===== config.mk =====
export PLATFORM = sky130hd
export DESIGN_NAME = button_click_classifier_unit
export DESIGN_NICKNAME = d
export VERILOG_FILES = /design/src/rtl/bcc_pkg.sv /design/src/rtl/bcc_cfg_regs.sv /design/src/rtl/bcc_fsm.sv /design/src/rtl/bcc_out_buf.sv /design/src/rtl/button_click_classifier_unit.sv
export SDC_FILE = /design/constraint.sdc
export NUM_CORES = 1
export LEC_CHECK = 0
export BUFFER_PORTS_ARGS = -buffer_cell sky130_fd_sc_hd__buf_2
export CAP_MARGIN = 20
export CORE_UTILIZATION = 30
export CTS_CLUSTER_SIZE = 28
export DETAILED_ROUTE_END_ITERATION = 7
export MAX_ROUTING_LAYER = met4
export PLACE_DENSITY_LB_ADDON = 0.2
export SLEW_MARGIN = 20
export SYNTH_ARGS = -nofsm -noshare
export SYNTH_HDL_FRONTEND = slang
export SYNTH_HIERARCHICAL = 1
export SYNTH_SLANG_ARGS = --single-unit
export TNS_END_PERCENT = 30

===== constraint.sdc =====
create_clock -name clk -period 5.15 [get_ports clk]
set_input_delay 0.2575 -clock clk [delete_from_list [all_inputs] [get_ports clk]]
set_output_delay 0.2575 -clock clk [all_outputs]
set_load 0.02 [all_outputs]

===== src/rtl/bcc_pkg.sv =====
// ----------------------------------------------------------------------------
// Button click classifier package
// Shared phase codes, event codes, register indexes, reset values and types.
// ----------------------------------------------------------------------------
package bcc_pkg;

  localparam int CNT_W_DEF = 16;
  localparam int CFG_W     = 16;
  localparam int PHASE_W   = 3;
  localparam int EVENT_W   = 3;
  localparam int CLICKS_W  = 2;
  localparam int ADDR_W    = 2;
  localparam int IN_TDATA_W  = 8;
  localparam int OUT_TDATA_W = 8;

  localparam logic [PHASE_W-1:0] PH_IDLE      = 3'd0;
  localparam logic [PHASE_W-1:0] PH_DEB_PRESS = 3'd1;
  localparam logic [PHASE_W-1:0] PH_PRESSED   = 3'd2;
  localparam logic [PHASE_W-1:0] PH_DEB_REL   = 3'd3;
  localparam logic [PHASE_W-1:0] PH_WAIT      = 3'd4;

  localparam logic [EVENT_W-1:0] EV_NONE   = 3'd0;
  localparam logic [EVENT_W-1:0] EV_SINGLE = 3'd1;
  localparam logic [EVENT_W-1:0] EV_DOUBLE = 3'd2;
  localparam logic [EVENT_W-1:0] EV_LONG   = 3'd3;
  localparam logic [EVENT_W-1:0] EV_VLONG  = 3'd4;

  localparam logic [ADDR_W-1:0] REG_DEBOUNCE   = 2'd0;
  localparam logic [ADDR_W-1:0] REG_INTERCLICK = 2'd1;
  localparam logic [ADDR_W-1:0] REG_LONG       = 2'd2;
  localparam logic [ADDR_W-1:0] REG_VLONG      = 2'd3;

  localparam logic [CFG_W-1:0] DEBOUNCE_RST   = 16'd20;
  localparam logic [CFG_W-1:0] INTERCLICK_RST = 16'd400;
  localparam logic [CFG_W-1:0] LONG_RST       = 16'd800;
  localparam logic [CFG_W-1:0] VLONG_RST      = 16'd2000;

  typedef struct packed {
    logic [CFG_W-1:0] debounce_ticks;
    logic [CFG_W-1:0] interclick_ticks;
    logic [CFG_W-1:0] long_ticks;
    logic [CFG_W-1:0] vlong_ticks;
  } cfg_t;

endpackage


===== src/rtl/bcc_cfg_regs.sv =====
// ----------------------------------------------------------------------------
// Button click classifier configuration registers
// Holds the four timing thresholds written through the plain write port.
// ----------------------------------------------------------------------------
module bcc_cfg_regs (
  input  logic                      clk,
  input  logic                      rst_n,
  input  logic                      cfg_we,
  input  logic [bcc_pkg::ADDR_W-1:0] cfg_addr,
  input  logic [bcc_pkg::CFG_W-1:0]  cfg_wdata,
  output bcc_pkg::cfg_t             cfg
);
  import bcc_pkg::*;

  cfg_t cfg_r;
  cfg_t cfg_nxt;

  always_comb begin
    cfg_nxt = cfg_r;
    if (cfg_we) begin
      case (cfg_addr)
        REG_DEBOUNCE:   cfg_nxt.debounce_ticks   = cfg_wdata;
        REG_INTERCLICK: cfg_nxt.interclick_ticks = cfg_wdata;
        REG_LONG:       cfg_nxt.long_ticks       = cfg_wdata;
        REG_VLONG:      cfg_nxt.vlong_ticks      = cfg_wdata;
        default:        cfg_nxt = cfg_r;
      endcase
    end
  end

  always_ff @(posedge clk) begin
    if (!rst_n) begin
      cfg_r.debounce_ticks   <= DEBOUNCE_RST;
      cfg_r.interclick_ticks <= INTERCLICK_RST;
      cfg_r.long_ticks       <= LONG_RST;
      cfg_r.vlong_ticks      <= VLONG_RST;
    end else begin
      cfg_r <= cfg_nxt;
    end
  end

  assign cfg = cfg_r;

endmodule


===== src/rtl/bcc_fsm.sv =====
// ----------------------------------------------------------------------------
// Button click classifier state machine
// Debounces the sampled level, counts hold and gap ticks and classifies
// the gesture; one event code per accepted tick.
// ----------------------------------------------------------------------------
module bcc_fsm #(
  parameter int COUNT_WIDTH = bcc_pkg::CNT_W_DEF
) (
  input  logic                        clk,
  input  logic                        rst_n,
  input  logic                        step,
  input  logic                        pressed,
  input  bcc_pkg::cfg_t               cfg,
  output logic [bcc_pkg::EVENT_W-1:0] event_code
);
  import bcc_pkg::*;

  localparam int CMP_W = (COUNT_WIDTH > CFG_W) ? COUNT_WIDTH : CFG_W;
  localparam logic [COUNT_WIDTH-1:0] CNT_MAX = '1;

  logic [PHASE_W-1:0]     phase_r, phase_nxt;
  logic [COUNT_WIDTH-1:0] count_r, count_nxt;
  logic [CLICKS_W-1:0]    clicks_r, clicks_nxt;
  logic [EVENT_W-1:0]     ev;

  logic                   cnt_sat;
  logic [COUNT_WIDTH-1:0] cnt_up;
  logic [CMP_W-1:0]       cnt_up_x;
  logic [CMP_W-1:0]       deb_x, ic_x, long_x, vlong_x;

  assign cnt_sat  = (count_r == CNT_MAX);
  assign cnt_up   = cnt_sat ? count_r : count_r + COUNT_WIDTH'(1);
  assign cnt_up_x = CMP_W'(cnt_up);
  assign deb_x    = CMP_W'(cfg.debounce_ticks);
  assign ic_x     = CMP_W'(cfg.interclick_ticks);
  assign long_x   = CMP_W'(cfg.long_ticks);
  assign vlong_x  = CMP_W'(cfg.vlong_ticks);

  always_comb begin
    phase_nxt  = phase_r;
    count_nxt  = count_r;
    clicks_nxt = clicks_r;
    ev         = EV_NONE;
    case (phase_r)
      PH_IDLE: begin
        if (pressed) begin
          phase_nxt = PH_DEB_PRESS;
          count_nxt = '0;
        end
      end
      PH_DEB_PRESS: begin
        count_nxt = cnt_up;
        if (cnt_up_x >= deb_x) begin
          if (pressed) begin
            phase_nxt = PH_PRESSED;
            count_nxt = '0;
          end else begin
            phase_nxt  = PH_IDLE;
            clicks_nxt = '0;
          end
        end
      end
      PH_PRESSED: begin
        count_nxt = cnt_up;
        if (!pressed) begin
          phase_nxt = PH_DEB_REL;
          count_nxt = '0;
        end else if (!cnt_sat) begin
          if (cnt_up_x == long_x) begin
            ev = EV_LONG;
          end else if (cnt_up_x == vlong_x) begin
            ev = EV_VLONG;
          end
        end
      end
      PH_DEB_REL: begin
        count_nxt = cnt_up;
        if (cnt_up_x >= deb_x) begin
          if (!pressed) begin
            if (clicks_r == '0) begin
              clicks_nxt = CLICKS_W'(1);
              phase_nxt  = PH_WAIT;
              count_nxt  = '0;
            end else begin
              clicks_nxt = '0;
              ev         = EV_DOUBLE;
              phase_nxt  = PH_IDLE;
            end
          end else begin
            phase_nxt = PH_PRESSED;
          end
        end
      end
      PH_WAIT: begin
        count_nxt = cnt_up;
        if (pressed) begin
          phase_nxt  = PH_DEB_PRESS;
          count_nxt  = '0;
          clicks_nxt = CLICKS_W'(2);
        end else if (cnt_up_x > ic_x) begin
          clicks_nxt = '0;
          ev         = EV_SINGLE;
          phase_nxt  = PH_IDLE;
        end
      end
      default: begin
        phase_nxt = PH_IDLE;
      end
    endcase
  end

  always_ff @(posedge clk) begin
    if (!rst_n) begin
      phase_r  <= PH_IDLE;
      count_r  <= '0;
      clicks_r <= '0;
    end else if (step) begin
      phase_r  <= phase_nxt;
      count_r  <= count_nxt;
      clicks_r <= clicks_nxt;
    end
  end

  assign event_code = ev;

  a_single_to_idle: assert property (@(posedge clk) disable iff (!rst_n)
    step && ev == EV_SINGLE |=> phase_r == PH_IDLE && clicks_r == '0)
    else $error("single click did not return to idle");

  a_hold_event_pressed: assert property (@(posedge clk) disable iff (!rst_n)
    (ev == EV_LONG || ev == EV_VLONG) |-> phase_r == PH_PRESSED && pressed)
    else $error("hold event outside pressed phase");

  a_double_to_idle: assert property (@(posedge clk) disable iff (!rst_n)
    step && ev == EV_DOUBLE |=> phase_r == PH_IDLE && clicks_r == '0)
    else $error("double click did not return to idle");

endmodule


===== src/rtl/bcc_out_buf.sv =====
// ----------------------------------------------------------------------------
// Button click classifier output buffer
// Result register with a skid stage so a new tick is taken while a result
// still waits on the output side.
// ----------------------------------------------------------------------------
module bcc_out_buf (
  input  logic                        clk,
  input  logic                        rst_n,
  input  logic                        push,
  input  logic [bcc_pkg::EVENT_W-1:0] push_data,
  output logic                        can_push,
  output logic                        out_valid,
  input  logic                        out_ready,
  output logic [bcc_pkg::EVENT_W-1:0] out_data
);
  import bcc_pkg::*;

  logic               out_valid_r, out_valid_nxt;
  logic [EVENT_W-1:0] out_data_r, out_data_nxt;
  logic               skid_valid_r, skid_valid_nxt;
  logic [EVENT_W-1:0] skid_data_r, skid_data_nxt;
  logic               pop;

  assign pop = out_valid_r && out_ready;

  always_comb begin
    out_valid_nxt  = out_valid_r;
    out_data_nxt   = out_data_r;
    skid_valid_nxt = skid_valid_r;
    skid_data_nxt  = skid_data_r;
    if (skid_valid_r) begin
      if (pop) begin
        out_data_nxt   = skid_data_r;
        skid_valid_nxt = 1'b0;
      end
    end else if (push) begin
      if (!out_valid_r || pop) begin
        out_valid_nxt = 1'b1;
        out_data_nxt  = push_data;
      end else begin
        skid_valid_nxt = 1'b1;
        skid_data_nxt  = push_data;
      end
    end else if (pop) begin
      out_valid_nxt = 1'b0;
    end
  end

  always_ff @(posedge clk) begin
    if (!rst_n) begin
      out_valid_r  <= 1'b0;
      skid_valid_r <= 1'b0;
    end else begin
      out_valid_r  <= out_valid_nxt;
      skid_valid_r <= skid_valid_nxt;
    end
    out_data_r  <= out_data_nxt;
    skid_data_r <= skid_data_nxt;
  end

  assign can_push  = !skid_valid_r;
  assign out_valid = out_valid_r;
  assign out_data  = out_data_r;

  a_skid_needs_main: assert property (@(posedge clk) disable iff (!rst_n)
    skid_valid_r |-> out_valid_r)
    else $error("skid stage holds data while result register is empty");

  a_skid_drains: assert property (@(posedge clk) disable iff (!rst_n)
    skid_valid_r && out_ready |=> out_valid_r && !skid_valid_r)
    else $error("skid stage did not move into result register");

  a_skid_order: assert property (@(posedge clk) disable iff (!rst_n)
    skid_valid_r && out_ready |=> out_data_r == $past(skid_data_r))
    else $error("skid data lost on transfer");

endmodule


===== src/rtl/button_click_classifier_unit.sv =====
// ----------------------------------------------------------------------------
// Button click classifier
// Debounced button gesture detector: single, double, long and very long.
// ----------------------------------------------------------------------------
//  Channel | Direction | Payload
//  in_     | slave     | tdata[0] button_pressed
//  out_    | master    | tdata[2:0] click_event
//  cfg_    | write     | addr selects debounce, interclick, long, vlong ticks
//
// Every tick transfer yields one result; the state machine and its counter
// update together, so one tick is taken per clock while the input is not stalled.
// The result register plus a skid stage keep input accepted while one result
// waits; input stalls only when both hold data.
// Reset is synchronous; it clears state and loads the default thresholds.
// ----------------------------------------------------------------------------
module button_click_classifier_unit #(
  parameter int COUNT_WIDTH = bcc_pkg::CNT_W_DEF
) (
  input  logic                            clk,
  input  logic                            rst_n,
  input  logic                            in_tvalid,
  output logic                            in_tready,
  input  logic [bcc_pkg::IN_TDATA_W-1:0]  in_tdata,   // [0] button_pressed
  output logic                            out_tvalid,
  input  logic                            out_tready,
  output logic [bcc_pkg::OUT_TDATA_W-1:0] out_tdata,  // [2:0] click_event
  input  logic                            cfg_we,
  input  logic [bcc_pkg::ADDR_W-1:0]      cfg_addr,
  input  logic [bcc_pkg::CFG_W-1:0]       cfg_wdata
);
  import bcc_pkg::*;

  cfg_t               cfg;
  logic               step;
  logic               can_push;
  logic [EVENT_W-1:0] ev;
  logic [EVENT_W-1:0] ev_out;

  assign in_tready = can_push;
  assign step      = in_tvalid && can_push;

  bcc_cfg_regs u_cfg (
    .clk       (clk),
    .rst_n     (rst_n),
    .cfg_we    (cfg_we),
    .cfg_addr  (cfg_addr),
    .cfg_wdata (cfg_wdata),
    .cfg       (cfg)
  );

  bcc_fsm #(
    .COUNT_WIDTH (COUNT_WIDTH)
  ) u_fsm (
    .clk        (clk),
    .rst_n      (rst_n),
    .step       (step),
    .pressed    (in_tdata[0]),
    .cfg        (cfg),
    .event_code (ev)
  );

  bcc_out_buf u_out (
    .clk       (clk),
    .rst_n     (rst_n),
    .push      (step),
    .push_data (ev),
    .can_push  (can_push),
    .out_valid (out_tvalid),
    .out_ready (out_tready),
    .out_data  (ev_out)
  );

  assign out_tdata = OUT_TDATA_W'(ev_out);

endmodule


# Word-level counts from Yosys, hierarchy flattened
# Cells that the tools add are included.
# totals
reg_bits,93
inputBits,31
out_inout_bits,10
# classes
add_sub_neg,1
n_lt_le_gt_ge,2
n_eq_ne,19
mux,48
n_bitwise,2
n_reduce_logical,23
# op_table
operator,count
16-bit 2-to-1 mux,8
16-bit case mux with 5 select lines,1
3-bit 2-to-1 mux,19
16-bit == test,2
16-bit by 1-bit adder with 16-bit output (second input constant),1
16-bit == test (second input constant),1
16-bit greater-or-equal comparator,1
16-bit greater-than comparator,1
2-bit 2-to-1 mux,8
3-bit case mux with 5 select lines,1
3-bit AND reduction,4
2-bit inequality test (second input constant),5
1-bit 2-to-1 mux,9
3-bit case mux with 3 select lines,1
2-bit AND reduction,4
7-bit AND reduction,1
3-bit by 2-bit == test with 1-bit output (second input constant),2
2-bit by 1-bit inequality test with 1-bit output (second input constant),3
2-bit case mux with 3 select lines,1
6-bit AND reduction,1
2-bit nonzero test,3
5-bit nonzero test,1
2-bit == test (second input constant),2
2-bit zero test,2
other kinds (10),13

# Logic depth before layout (Yosys ltp)
# depth
depth_word,11
mapped_depth,16
ltp_nobuf,15

# Hierarchy
# The synthesis kept the hierarchy.
# by_module_without_submodules
mod,n_inst,cells_per_inst,area_per_inst_um2,seq_area_each_um2
bcc_fsm,1,378,2834.0,420.4
bcc_cfg_regs,1,242,2513.7,1281.2
bcc_out_buf,1,24,346.6,220.2
button_click_classifier_unit,1,7,47.5,0.0

# Worst setup path after synthesis
# Ideal clock, no wire load.
# synth_timing
path_type,register -> register
startpoint,register u_fsm.count_r[1]
endpoint,"register u_out.out_data_r[1], in the netlist u_out/out_data[1], data pin"
t_arrival_ps,3412
required_ps,4890
slack_ps,1478
path_stages_with_launch,15
synth_period_minus_slack_ps,3672
path_cell_list,dfxtp_1 ha_1 and3_1 buf_2 nand4_1 nand3_2 xnor2_1 ha_1 a21o_1 a2111oi_0 nor3_1 a221o_2 nand3_1 nand2_1 mux2_4
# synth_via
elab_chain_len,10
elab_cells_between_ends,13
classes_between,1 x add/sub; 1 x order compare; 2 x eq/ne; 9 x mux
# synth_rtl
item,line,text
start: declaration,bcc_fsm.sv:22,"logic [COUNT_WIDTH-1:0] count_r, count_nxt;"
start signal: assignment,bcc_fsm.sv:119,count_r <= count_nxt;
branches (longest 6 deep; another with 16-bit by 1-bit adder with 16-bit output),n/a,
3-bit case mux with 3 select lines *,bcc_fsm.sv:44,case (phase_r)
via ev[1],button_click_classifier_unit.sv:36,logic [EVENT_W-1:0] ev;
3-bit 2-to-1 mux *,bcc_out_buf.sv:37,if (!out_valid_r || pop) begin
3-bit 2-to-1 mux *,bcc_out_buf.sv:36,end else if (push) begin
3-bit 2-to-1 mux *,bcc_out_buf.sv:31,if (skid_valid_r) begin
via u_out.out_data_nxt[1],bcc_out_buf.sv:19,"logic [EVENT_W-1:0] out_data_r, out_data_nxt;"
end signal: assignment,bcc_out_buf.sv:57,out_data_r <= out_data_nxt;
end: declaration,bcc_out_buf.sv:19,
# Mark *: on every way through the listed nets, which the timed path passes. The select of a mux whose other input is x is not followed.
# A chain may end at the register's enable or synchronous reset.

# Final worst setup path
# layout_timing
startpoint,register u_fsm.count_r[0]
endpoint,register u_fsm.count_r[0]
# layout_via
elab_chain_len,6
elab_cells_between_ends,11
classes_between,1 x add/sub; 1 x order compare; 1 x eq/ne; 8 x mux
# layout_rtl
item,line,text
16-bit by 1-bit adder with 16-bit output / 16-bit == test (equally long branches),"bcc_fsm.sv:32, bcc_fsm.sv:31",
16-bit 2-to-1 mux *,bcc_fsm.sv:32,assign cnt_up = cnt_sat ? count_r : count_r + COUNT_WIDTH'(1);
branches (longest 3 deep; another with 16-bit greater-or-equal comparator),n/a,
16-bit case mux with 5 select lines *,bcc_fsm.sv:44,
# Mark *: on every way between the ends.

==> results.md <==
* Status: finished clean
* CP endpoint kind: flip-flop
* Clk slew on worst S/H paths at 0.07 ns
* Critical path class: flip-flop to flip-flop
* Largest family of logic cells by synthesized area: simple AND/OR/NAND/NOR gates
* Finished Cell Area at about 6300 um^2
* Largest net degree at the start of global routing at 52
* Sink Count at 93
* Worst Skew at a little under 0.009 ns
* Post-synth cell types at 72
* Unrepaired setup endpoints after global routing: no
* Initial core utilization at a little under a third
* Post-synth EDFFs at 6
* Commonest non-fill, non-tap cells in the layout: nand2_1 (97), dfxtp_1 (87), mux2i_1 (66), inv_1 (47), ha_1 (31)
* Inst Count DP at 880
* Normalized max-slew margin at a little under half
* DP HPWL at ~11 mm
* WHS at 0.115 ns
* Via density at between 5 and 6
* Grt ovf at 0
* Crit path time final at about 4.6 ns
* CTS H-tree lvls at 3
* Core area at 18700 um^2
* Routed Antenna Nets at 0
* Top_reg_cell synth: dfxtp_1
* Fin Setup TNS at 0 ns
* Endpoints failing setup at 0
* Core Util, Final at 33.7%
* Final estimated routing congestion in global placement at just over 0.8
* P per Cell Area at roughly 270 nW/um^2
* Cts bufs inserted at 9
* Die Y at ~140 um
* Slew Viols, Final at 0
* Pre-CTS worst setup slack at 0.635 ns
* Clock latency on the worst-skew pair at 0.35 ns
* All-layer global routing usage at between 10% and 20%
* Clk buf depth at 2
* Ys async rst share at 0%
* Final Power at approximately 1.7 mW
* Die width at approximately 140 um
* Max Cap Viol at 0
* Final worst slack at 0.531 ns
* Crit Reg-Reg Startpoint: u_fsm/count_r[0]
* Yosys warns at 6
* Post-synthesis sequential area ratio at between 30% and 40%
* Post-route DRC violation count at 0
* Slowest cell delay on critical path at slightly below 0.6 ns
* FP Rows at 50
* Via Count at 4536
* Initial antenna violation count at 0
* Tightest Pin Transition at 0.792 ns
* FF+latch count, synth at 93
* Initial DRC Count at approximately 240
* CP startpoint: u_fsm/count_r[0]
* Tcrit/Tclk final at 89.7%
* First-pass DRT Iterations at 4
* Fillers at 1940
* Clock root buffer: clkbuf_16
* R2R Setup Slk at 0.53 ns
* Commonest non-fill, non-tap cell in the layout: nand2_1
* Fmax at ~220 MHz
* Average size of a mapped cell at just under 9 um^2
* Post-Route WL at around 14 mm
* Depth of the worst register-to-register path at 14
* Pleak at roughly 2.6 nW
* Gate Count Post-Synth at 651
* Ant. Diodes at 0
* Global-route wire length before repair at 23.4 mm
* DR WL/cell at about 16 um
* TritonCTS clock tree: built
* Critical Path Fanout Max at 12
* IO Pins at between 40 and 50
* FF-to-FF End: u_fsm/count_r[0]
* Crit-path cells: ha_1 > and3_1 > nand4_1 > nand3_2 > xnor2_1 > ha_1 > a21o_1 > a2111oi_0 > nor3_1 > a221o_2 > a21o_1 > nor2_1 > o21ai_0 > o31ai_1
* Post-CTS setup buffers at 0
* Synth Area in Adders at between 6 and 7%
* Final net count at around 720
* Hold WC Path Type: primary input to flip-flop
* Critical Path RT at 5.42 ns
* Netlist Area Pre-Place at between 5000 and 6000 um^2
* Post-CTS Resized at 0
* Fraction of layout cells with a size suffix above 1 at 10.3%
* Vias in the first global route at approximately 4500
* CP max-delay cell: a2111oi_0
* Compound-Gate Fraction of Synth Area at between 10% and 20%
* Final Hold Violating Endpoints at 0
* Simple-gate area share of the yosys netlist at between 20% and 30%
* Multiplexer share of the synthesized area at between 10% and 20%
* CP arrival at a little under 5 ns
* CP endpoint: u_fsm/count_r[0]
* Cts hold-fix bufs at 0
* Port Buf Inserts at 28
* Critical Path Start Type: flip-flop
* Maximum vdd drop at ~0.16 mV
* Non-Filler Instances at around 900
* Post-DP Area at just under 6000 um^2
* Die area at between 15000 and 20000 um^2
* Area grow syn2layout at 9.63%
* Post-Synth XOR/XNOR Area at 6.01%
report_power, final:
group	leakage [nW]	internal (mW)	switching (mW)
Clock	0.176	0.494	0.308
Sequential	0.762	0.750	0.0196
Combinational	1.69	0.0594	0.0922
final cells by class:
| cell class | instances | area, um^2 | area share, % |
|---|---|---|---|
| flip-flops and latches | 93 | 1920 | 30.5 |
| well taps | 234 | 293 | 4.65 |
| clock buffers | 10 | 239 | 3.80 |
| inverters | 47 | 176 | 2.80 |
| repair buffers | 32 | 170 | 2.70 |
| clock inverters | 6 | 116 | 1.85 |
| multi-input cells | 474 | 3380 | 53.7 |
cells by family (layout without fill, tap and decap cells):
logic type | after synthesis | after routing
AND/OR/NAND/NOR | 228 | 228
AO/OA/AOI/OAI | 104 | 104
flip-flops | 93 | 93
buffers and inverters | 88 | 95
multiplexers | 69 | 69
XOR/XNOR | 37 | 37
adder cells (fa/ha/maj) | 31 | 31
other | 1 | 5
worst min path at each step:
stage                   from            endpoint  slack, ns  depth (start not counted)
3_5_place_dp   u_cfg/cfg[63]       u_cfg/cfg[63]       0.45                          2
3_3_place_gp   u_cfg/cfg[59]       u_cfg/cfg[59]       0.45                          2
4_1_cts           out_tready  u_out/skid_valid_r       0.11                          2
6_report          out_tready  u_out/skid_valid_r       0.11                          2
2_1_floorplan     out_tready  u_out/skid_valid_r       0.35                          1
5_1_grt           out_tready  u_out/skid_valid_r       0.12                          2
state kept, by name, summed over array words and instances (netlist names):
register            flops
u_out/out_data          3
u_fsm/count_r          16
u_fsm/phase_r           3
u_out/skid_data_r       3
u_cfg/cfg              64
u_fsm/clicks_r          2
u_out/skid_valid_r      1
u_out/out_valid         1
worst max-delay path, delay by kind of cell, from the launching register on:
family          cells  cell delay [ns]
compound gates      6             1.79
fa+ha+maj           2             0.61
flops               1             0.55
simple gates        5             1.30
xor+xnor            1             0.26
cells in the mapped netlist (3+ instances only):
cell       instances  area, um^2
nand4_1           13        81.3
mux2_4             3        45.0
nand3_1           22         110
nand2b_1           5        31.3
xor2_1            15         131
nor2_1            20        75.1
dfxtp_1           87        1740
a21oi_1           21         105
o21ai_0           23         115
edfxtp_1           6         180
a22o_1             4        35.0
a211oi_1           3        22.5
and3_1             3        18.8
a31oi_1            5        31.3
nor3_1             9        45.0
clkbuf_1           8        30.0
inv_1             47         176
nor3b_1            5        37.5
and4_1             8        70.1
buf_2             12        60.1
and2_1             3        18.8
xnor2_1           20         175
nor2b_1           18         113
nor4_1             4        25.0
o2111ai_1          3        26.3
a21o_1             5        37.5
ha_1              31         388
o211ai_1           8        60.1
nand2_1           97         364
buf_4             12        90.1
nand3b_1           3        22.5
o21a_1             3        22.5
and3b_1            3        26.3
buf_6              8        90.1
o31ai_1            3        22.5
mux2i_1           66         661
metal layers:
layer  up-vias  routed length, um  track usage, %
li1       2275                  -               -
met1      2181               7240            20.4
met2        72               6620            25.8
met3         8                536            2.56
met4         0                 90            3.93
met5         -                  0               -
Note: power is estimated with default switching activity, not from simulation.
